File: src/hdl/header_payload_deframer_assert.svh
// Assertion macros of the deframer RTL, used by its top level.
`ifndef HEADER_PAYLOAD_DEFRAMER_ASSERT_SVH
`define HEADER_PAYLOAD_DEFRAMER_ASSERT_SVH

// Plain property check, disabled while reset is asserted.
`define HPD_ASSERT(lbl, prop) \
    lbl: assert property (@(posedge i_clk) disable iff (!i_rst_n) (prop)) \
        else $error("deframer assertion failed");

// Same-cycle implication check, disabled while reset is asserted.
`define HPD_ASSERT_IMP(lbl, ante, cons) \
    lbl: assert property (@(posedge i_clk) disable iff (!i_rst_n) (ante) |-> (cons)) \
        else $error("deframer implication failed");

// Next-cycle implication check, disabled while reset is asserted.
`define HPD_ASSERT_NEXT(lbl, ante, cons) \
    lbl: assert property (@(posedge i_clk) disable iff (!i_rst_n) (ante) |=> (cons)) \
        else $error("deframer sequence failed");

`endif

File: src/hdl/hpd_pkg.sv
// Types and constants of the header/payload deframer.
`timescale 1ns / 1ps

package hpd_pkg;

    localparam int HEADER_BYTES = 12;
    localparam int HDR_CNT_W = 4;
    localparam logic [15:0] CHECK_WORD = 16'hADDE;

    localparam logic [1:0] KIND_ACCEPT = 2'd0;
    localparam logic [1:0] KIND_REJECT = 2'd1;
    localparam logic [1:0] KIND_DATA = 2'd2;

    localparam logic REQ_BYTE = 1'b0;
    localparam logic REQ_ABORT = 1'b1;

    typedef struct packed {
        logic        valid;
        logic [1:0]  kind;
        logic [15:0] command_code;
        logic [31:0] msg_id;
        logic [31:0] total_size;
        logic [31:0] byte_offset;
        logic [7:0]  data_byte;
        logic        last_of_message;
    } t_result;

    typedef struct packed {
        logic                 in_payload;
        logic [HDR_CNT_W-1:0] header_count;
    } t_status;

endpackage

File: src/hdl/header_payload_deframer.sv
// Top level of the header/payload deframer.
//
// The slave channel takes one item per byte of the stream: tuser set means an
// abort that drops back to header hunting, otherwise tdata carries the byte.
// Twelve header bytes (command, size, check word 0xADDE, id, little-endian)
// give one accepted or rejected header item on the master channel. After an
// accepted header each payload byte gives one data item carrying the header
// fields, the running offset and tlast on the final byte. A header with size
// zero completes at once with tlast set on the accepted item.
// An item passes an input register and then the result register before its
// result is shown. One item is taken in every cycle while tready is high; the
// header compare is combinational and the payload counter moves with each item.
// When the receiver stalls, the result register holds its item and the input
// register fills; tready drops only when both are occupied.
// Reset clears both registers and returns the block to header hunting with
// all header fields and the payload count at zero.
`timescale 1ns / 1ps

module header_payload_deframer (
    input  logic          i_clk,
    input  logic          i_rst_n,
    input  logic          s_axis_tvalid,
    output logic          s_axis_tready,
    input  logic [7:0]    s_axis_tdata,   // rx_byte
    input  logic [0:0]    s_axis_tuser,   // req_type
    output logic          m_axis_tvalid,
    input  logic          m_axis_tready,
    output logic [119:0]  m_axis_tdata,   // command_code, msg_id, total_size,
                                          // byte_offset, data_byte
    output logic [1:0]    m_axis_tuser,   // kind
    output logic          m_axis_tlast    // last_of_message
);
    import hpd_pkg::*;

    logic       r_in_valid;
    logic       r_in_req;
    logic [7:0] r_in_byte;

    logic       w_out_free;
    logic       w_advance;
    t_result    w_core_res;
    t_result    w_out_res;
    t_status    w_status;

    assign w_advance = r_in_valid && w_out_free;
    assign s_axis_tready = !r_in_valid || w_out_free;

    always_ff @(posedge i_clk) begin
        if (!i_rst_n) begin
            r_in_valid <= 1'b0;
        end else if (s_axis_tready) begin
            r_in_valid <= s_axis_tvalid;
        end
    end

    always_ff @(posedge i_clk) begin
        if (s_axis_tready && s_axis_tvalid) begin
            r_in_req <= s_axis_tuser[0];
            r_in_byte <= s_axis_tdata;
        end
    end

    hpd_core u_core (
        .i_clk      (i_clk),
        .i_rst_n    (i_rst_n),
        .i_en       (w_advance),
        .i_req_type (r_in_req),
        .i_rx_byte  (r_in_byte),
        .o_result   (w_core_res),
        .o_status   (w_status)
    );

    hpd_out_reg u_out (
        .i_clk    (i_clk),
        .i_rst_n  (i_rst_n),
        .i_load   (w_advance && w_core_res.valid),
        .i_result (w_core_res),
        .i_ready  (m_axis_tready),
        .o_free   (w_out_free),
        .o_result (w_out_res)
    );

    assign m_axis_tvalid = w_out_res.valid;
    assign m_axis_tdata = {w_out_res.data_byte, w_out_res.byte_offset,
                           w_out_res.total_size, w_out_res.msg_id,
                           w_out_res.command_code};
    assign m_axis_tuser = w_out_res.kind;
    assign m_axis_tlast = w_out_res.last_of_message;

`include "header_payload_deframer_assert.svh"

    `HPD_ASSERT_IMP(a_payload_no_count, w_status.in_payload, w_status.header_count == '0)
    `HPD_ASSERT_IMP(a_offset_in_range, m_axis_tvalid && m_axis_tuser == KIND_DATA,
        m_axis_tdata[111:80] != 32'd0 && m_axis_tdata[111:80] <= m_axis_tdata[79:48])
    `HPD_ASSERT_IMP(a_reject_not_last, m_axis_tvalid && m_axis_tuser == KIND_REJECT,
        !m_axis_tlast)
    `HPD_ASSERT_NEXT(a_input_held, r_in_valid && !w_out_free, r_in_valid)

endmodule

File: src/hdl/hpd_core.sv
// Header collection, header check and payload tracking of the deframer.
`timescale 1ns / 1ps

module hpd_core (
    input  logic             i_clk,
    input  logic             i_rst_n,
    input  logic             i_en,
    input  logic             i_req_type,
    input  logic [7:0]       i_rx_byte,
    output hpd_pkg::t_result o_result,
    output hpd_pkg::t_status o_status
);
    import hpd_pkg::*;

    logic                 r_in_payload;
    logic [HDR_CNT_W-1:0] r_count;
    logic [7:0]           r_hdr [HEADER_BYTES];
    logic [15:0]          r_command;
    logic [31:0]          r_size;
    logic [31:0]          r_id;
    logic [31:0]          r_recv;

    logic                 n_in_payload;
    logic [HDR_CNT_W-1:0] n_count;
    logic [15:0]          n_command;
    logic [31:0]          n_size;
    logic [31:0]          n_id;
    logic [31:0]          n_recv;

    logic [HDR_CNT_W-1:0] w_cnt;
    logic                 w_hdr_we;
    logic [15:0]          w_check;
    logic [31:0]          w_recv_inc;
    t_result              w_res;

    assign w_cnt = (r_count >= HDR_CNT_W'(HEADER_BYTES)) ? '0 : r_count;
    assign w_check = {r_hdr[7], r_hdr[6]};
    assign w_recv_inc = r_recv + 32'd1;

    always_comb begin
        n_in_payload = r_in_payload;
        n_count = r_count;
        n_command = r_command;
        n_size = r_size;
        n_id = r_id;
        n_recv = r_recv;
        w_hdr_we = 1'b0;
        w_res = '0;
        if (i_req_type == REQ_ABORT) begin
            n_in_payload = 1'b0;
            n_count = '0;
        end else if (r_in_payload) begin
            n_recv = w_recv_inc;
            w_res.valid = 1'b1;
            w_res.kind = KIND_DATA;
            w_res.byte_offset = w_recv_inc;
            w_res.data_byte = i_rx_byte;
            if (w_recv_inc == r_size) begin
                n_in_payload = 1'b0;
                w_res.last_of_message = 1'b1;
            end
        end else begin
            w_hdr_we = 1'b1;
            if (w_cnt != HDR_CNT_W'(HEADER_BYTES - 1)) begin
                n_count = w_cnt + HDR_CNT_W'(1);
            end else begin
                // The incoming byte is the last header byte, the top of the id.
                n_count = '0;
                n_command = {r_hdr[1], r_hdr[0]};
                n_size = {r_hdr[5], r_hdr[4], r_hdr[3], r_hdr[2]};
                n_id = {i_rx_byte, r_hdr[10], r_hdr[9], r_hdr[8]};
                w_res.valid = 1'b1;
                if (w_check != CHECK_WORD) begin
                    w_res.kind = KIND_REJECT;
                end else begin
                    w_res.kind = KIND_ACCEPT;
                    n_recv = '0;
                    if (n_size == 32'd0) begin
                        w_res.last_of_message = 1'b1;
                    end else begin
                        n_in_payload = 1'b1;
                    end
                end
            end
        end
        w_res.command_code = n_command;
        w_res.msg_id = n_id;
        w_res.total_size = n_size;
    end

    always_ff @(posedge i_clk) begin
        if (!i_rst_n) begin
            r_in_payload <= 1'b0;
            r_count <= '0;
            r_command <= '0;
            r_size <= '0;
            r_id <= '0;
            r_recv <= '0;
        end else if (i_en) begin
            r_in_payload <= n_in_payload;
            r_count <= n_count;
            r_command <= n_command;
            r_size <= n_size;
            r_id <= n_id;
            r_recv <= n_recv;
        end
    end

    always_ff @(posedge i_clk) begin
        if (i_en && w_hdr_we) begin
            r_hdr[w_cnt] <= i_rx_byte;
        end
    end

    assign o_result = w_res;
    assign o_status = '{in_payload: r_in_payload, header_count: r_count};

endmodule

File: src/hdl/hpd_out_reg.sv
// Result register of the deframer, holding one item until the receiver takes it.
`timescale 1ns / 1ps

module hpd_out_reg (
    input  logic             i_clk,
    input  logic             i_rst_n,
    input  logic             i_load,
    input  hpd_pkg::t_result i_result,
    input  logic             i_ready,
    output logic             o_free,
    output hpd_pkg::t_result o_result
);
    import hpd_pkg::*;

    logic    r_valid;
    logic    n_valid;
    t_result r_res;

    assign o_free = !r_valid || i_ready;

    always_comb begin
        n_valid = r_valid;
        if (i_load) begin
            n_valid = 1'b1;
        end else if (i_ready) begin
            n_valid = 1'b0;
        end
    end

    always_ff @(posedge i_clk) begin
        if (!i_rst_n) begin
            r_valid <= 1'b0;
        end else begin
            r_valid <= n_valid;
        end
    end

    always_ff @(posedge i_clk) begin
        if (i_load) begin
            r_res <= i_result;
        end
    end

    always_comb begin
        o_result = r_res;
        o_result.valid = r_valid;
    end

endmodule

File: config.mk
export PLATFORM = sky130hd
export DESIGN_NAME = header_payload_deframer
export DESIGN_NICKNAME = d
export VERILOG_FILES = /design/src/hdl/hpd_pkg.sv /design/src/hdl/header_payload_deframer.sv /design/src/hdl/hpd_core.sv /design/src/hdl/hpd_out_reg.sv
export VERILOG_INCLUDE_DIRS = /design/src /design/src/hdl
export SDC_FILE = /design/constraint.sdc
export NUM_CORES = 1
export LEC_CHECK = 0
export ABC_CLOCK_PERIOD_IN_PS = 14200
export BUFFER_PORTS_ARGS = -buffer_cell sky130_fd_sc_hd__buf_2
export CAP_MARGIN = 10
export CORE_UTILIZATION = 43
export DETAILED_ROUTE_END_ITERATION = 12
export PLACE_DENSITY = 0.61
export SETUP_SLACK_MARGIN = 0.5
export SYNTH_ARGS = -nofsm -noshare
export SYNTH_HDL_FRONTEND = slang
export SYNTH_SLANG_ARGS = --single-unit
File: constraint.sdc
create_clock -name i_clk -period 14.2 [get_ports i_clk]
set_input_delay 2.84 -clock i_clk [delete_from_list [all_inputs] [get_ports i_clk]]
set_output_delay 2.84 -clock i_clk [all_outputs]
set_load 0.03 [all_outputs]
==> impl_metrics.sql <==
INSERT INTO impl_metrics (metric_group, metric, value, unit) VALUES
('finish', 'syn2layout_area_growth', '14.8', '%'),
('logic_synthesis', 'post_synth.cell_area_avg', '11.3', 'um^2'),
('worst_setup_path', 'cpLargestDelayFamily', 'simple AND/OR/NAND/NOR gates', ''),
('cts', 'ctsHoldBuffers', '0', ''),
('finish', 'finish.net_count', '1416', ''),
('timing', 'rsz0062_at_grt', 'false', ''),
('timing', 'tns', '0', 'ns'),
('grt', 'grt_start_max_net_pins', '79', ''),
('finish', 'postLayoutCellArea', '16800', 'um^2'),
('power', 'static-leakage-power', '0.00572', 'uW'),
('floorplan', 'placeable_core_area', '33500', 'um^2'),
('timing', 'fin_crit', '6.44', 'ns'),
('worst_setup_path', 'worstPathBufferInverterCount', '2', ''),
('logic_synthesis', 'number_of_enable_type_register_cells_in_the_synthesized_netlist', '220', ''),
('floorplan', 'chipHeight', '186', 'um'),
('finish', 'final_cell_mix', 'sky130_fd_sc_hd__edfxtp_1, sky130_fd_sc_hd__nand2_1, sky130_fd_sc_hd__buf_2', ''),
('worst_setup_path', 'worst_path_most_repeated_cell', 'sky130_fd_sc_hd__buf_2', ''),
('cts', 'cts-htree-levels', '2', ''),
('place', 'finalWeightedCongestion', '0.986', ''),
('run_status', 'outcome', 'finished clean', ''),
('worst_setup_path', 'cp_data_arrival_time', '3.60', 'ns'),
('run', 'cap_violations', '0', ''),
('worst_setup_path', 'critical_path.startpoint_type', 'input port', ''),
('finish', 'antenna_cells', '0', ''),
('floorplan', 'die-width', '186', 'um'),
('timing', 'report.final.setup_viol', '0', ''),
('finish', 'seq_area', '8990', 'um^2'),
('worst_setup_path', 'endpoint_kind', 'output pin', ''),
('logic_synthesis', 'yosys_warnings', '0', ''),
('worst_setup_path', 'timing.critical_path.slowest_cell_delay', '0.35', 'ns'),
('cts', 'clock_tree.root_cell', 'sky130_fd_sc_hd__clkbuf_16', ''),
('finish', 'mostFrequentLayoutCell', 'sky130_fd_sc_hd__edfxtp_1', ''),
('logic_synthesis', 'syn-cell-area', '14600', 'um^2'),
('logic_synthesis', 'synth-seq-area-share', '61.5', '%'),
('drt', 'first_iter_violations', '882', ''),
('finish', 'multi_input_area', '5260', 'um^2'),
('drt', 'drc', '0', ''),
('drt', 'final_wirelength', '36700', 'um'),
('power', 'cellPowerDensity', '120', 'nW/um^2'),
('worst_setup_path', 'timing.critical_path.required', '11.36', 'ns'),
('power', 'design_power_total', '2010', 'uW'),
('cts', 'cts-buffers-inserted', '36', ''),
('logic_synthesis', 'yosys_most_used_dff', 'sky130_fd_sc_hd__edfxtp_1', ''),
('logic_synthesis', 'async_flop_share', '0', '%'),
('cts', 'cts_tree', 'built', ''),
('timing', 'relSlewSlack', '28.3', '%'),
('place', 'cell_area_placed', '15600', 'um^2'),
('logic_synthesis', 'postSynthNetCount', '1319', ''),
('floorplan', 'ioPinCount', '138', ''),
('logic_synthesis', 'ys_seq_elements', '339', ''),
('finish', 'finish.cell_count_without_fillers', '1869', ''),
('finish', 'final_core_utilization', '50.1', '%'),
('drt', 'postRouteAntennaNets', '0', ''),
('power', 'worst_ir_drop_vdd', '0.0000959', 'V'),
('floorplan', 'design.die.area', '34700', 'um^2'),
('timing', 'tightestPinTransition', '1.07', 'ns'),
('grt', 'grt_pass1_wl', '55800', 'um'),
('cts', 'clk_transition_reported_paths', '0.06', 'ns'),
('cts', 'clock_latency', '0.53', 'ns'),
('floorplan', 'initial_core_util', '43.6', '%'),
('floorplan', 'number_of_placement_rows', '67', ''),
('drt', 'avgViaCountPerCell', '5.47', ''),
('grt', 'grt_pass1_vias', '9894', ''),
('drt', 'dr_total_vias', '10200', ''),
('timing', 'timing_max_transition_violations_final', '0', ''),
('drt', 'detailedRoute.firstPassIterationCount', '5', ''),
('cts', 'clock_sink_count', '339', ''),
('worst_setup_path', 'worstPathCellList', 'buf_2, nor2b_1, nand2_1, buf_2', ''),
('worst_setup_path', 'critPathKind', 'input port to output pin', ''),
('place', 'dp_hpwl', '24200', 'um'),
('finish', 'final_layout_size_suffix_gt1_share', '21.2', '%');
[state kept, by name, indices dropped and copies added, names as in the netlist]
name                 cells
u_core.r_id             32
u_core.r_in_payload      1
u_out.r_valid            1
u_core.r_recv           32
r_in_valid               1
r_in_byte                8
u_core.r_hdr            88
r_in_req                 1
u_core.r_count           4
u_core.r_command        16
u_core.r_size           32
u_out.o_result         123
[path summary, 6_finish.rpt]
path / from / end / slack [ns] / depth (start not counted)
max reg2reg: u_core.r_recv[7]$_SDFFE_PN0P_ / u_out.o_result[0]$_SDFFCE_PP0P_ / 10.03 / 8
min reg2reg: u_core.r_id[1]$_SDFFE_PN0P_ / u_core.r_id[1]$_SDFFE_PN0P_ / 0.45 / 2
max: m_axis_tready / s_axis_tready / 7.76 / 4
min: u_core.r_id[1]$_SDFFE_PN0P_ / u_core.r_id[1]$_SDFFE_PN0P_ / 0.45 / 2
[metrics by stage]
step	worst slack, ns	hold WS, ns
floorplan	1.54	0.434
global placement	7.78	0.439
detailed placement	7.76	0.444
CTS	7.76	0.452
global route	7.68	0.469
finish	7.76	0.449
[kinds of logic (layout without fill, tap and decap cells)]
family                     after synthesis  count (layout)  share of synthesized area (%)
muxes                                   81              81                           6.20
AOI/OAI and AO/OA                      209             209                           8.59
buffers and inverters                  104             229                           2.79
DFF                                    339             339                           61.5
xor gates and xnor gates                49              49                           3.31
and+or+nand+nor                        504             504                           16.8
adders and majority gates               10              10                          0.856
[area by class of cell]
class | count | share of cell area [%]
sequential | 339 | 53.6
multi-input combinational | 853 | 31.3
clock buffer | 55 | 6.16
timing repair buffer | 148 | 4.58
tap | 448 | 3.34
clock inverter | 11 | 0.708
inverter | 15 | 0.343
[metal layers]
layer	global-route usage (%)	wire, um	vias up
met4	7.79	1260	0
met5	0	0	-
li1	-	-	4899
met1	26.9	15800	4926
met3	2.88	1760	81
met2	34.8	17900	314
[worst reg2reg max path: stages (launching register included)]
cell and delay [ns]:
sky130_fd_sc_hd__dfxtp_1 0.59, sky130_fd_sc_hd__nand4_1 0.42, sky130_fd_sc_hd__nor4_1 0.98, sky130_fd_sc_hd__nand3_1 0.35, sky130_fd_sc_hd__xnor2_1 0.29, sky130_fd_sc_hd__a211o_1 0.34, sky130_fd_sc_hd__nor4b_1 0.53, sky130_fd_sc_hd__nand4_1 0.16
sky130_fd_sc_hd__a21oi_1 0.30
[Yosys cell counts, types with 4 or more instances]
library cell                number  area share [%]
sky130_fd_sc_hd__a22oi_1         8            0.41
sky130_fd_sc_hd__or2_2           5            0.21
sky130_fd_sc_hd__xnor3_1         4            0.62
sky130_fd_sc_hd__dfxtp_1       119              16
sky130_fd_sc_hd__and3_1         22            0.94
sky130_fd_sc_hd__inv_1          14            0.36
sky130_fd_sc_hd__a21o_1         10            0.51
sky130_fd_sc_hd__nand2_1       194             5.0
sky130_fd_sc_hd__nor3_1         27            0.92
sky130_fd_sc_hd__nor2b_1        10            0.43
sky130_fd_sc_hd__edfxtp_1      220              45
sky130_fd_sc_hd__nor4_1         28             1.2
sky130_fd_sc_hd__nand4_1        23            0.98
sky130_fd_sc_hd__nand4b_1        4            0.24
sky130_fd_sc_hd__xor2_1         18             1.1
sky130_fd_sc_hd__xnor2_1        27             1.6
sky130_fd_sc_hd__clkbuf_1       65             1.7
sky130_fd_sc_hd__nand2b_1       11            0.47
sky130_fd_sc_hd__a211oi_1        8            0.41
sky130_fd_sc_hd__nand3_1        23            0.79
sky130_fd_sc_hd__or3_1          13            0.56
sky130_fd_sc_hd__o21ai_0        32             1.1
sky130_fd_sc_hd__nor2_1        103             2.6
sky130_fd_sc_hd__a2111oi_0       4            0.24
sky130_fd_sc_hd__a21oi_1       111             3.8
sky130_fd_sc_hd__buf_2           9            0.31
sky130_fd_sc_hd__mux2i_1         4            0.27
sky130_fd_sc_hd__nand3b_1        5            0.26
sky130_fd_sc_hd__o211ai_1        6            0.31
sky130_fd_sc_hd__ha_1           10            0.86
sky130_fd_sc_hd__mux2_2         77             5.9
sky130_fd_sc_hd__buf_1          12            0.31
sky130_fd_sc_hd__and2_1         15            0.64
[where the power goes]
part	internal [uW]	switching, uW
clock	528	388
combinational	6.94	23.8
sequential	1050	11.8
Power figures use the tool's default switching activity.
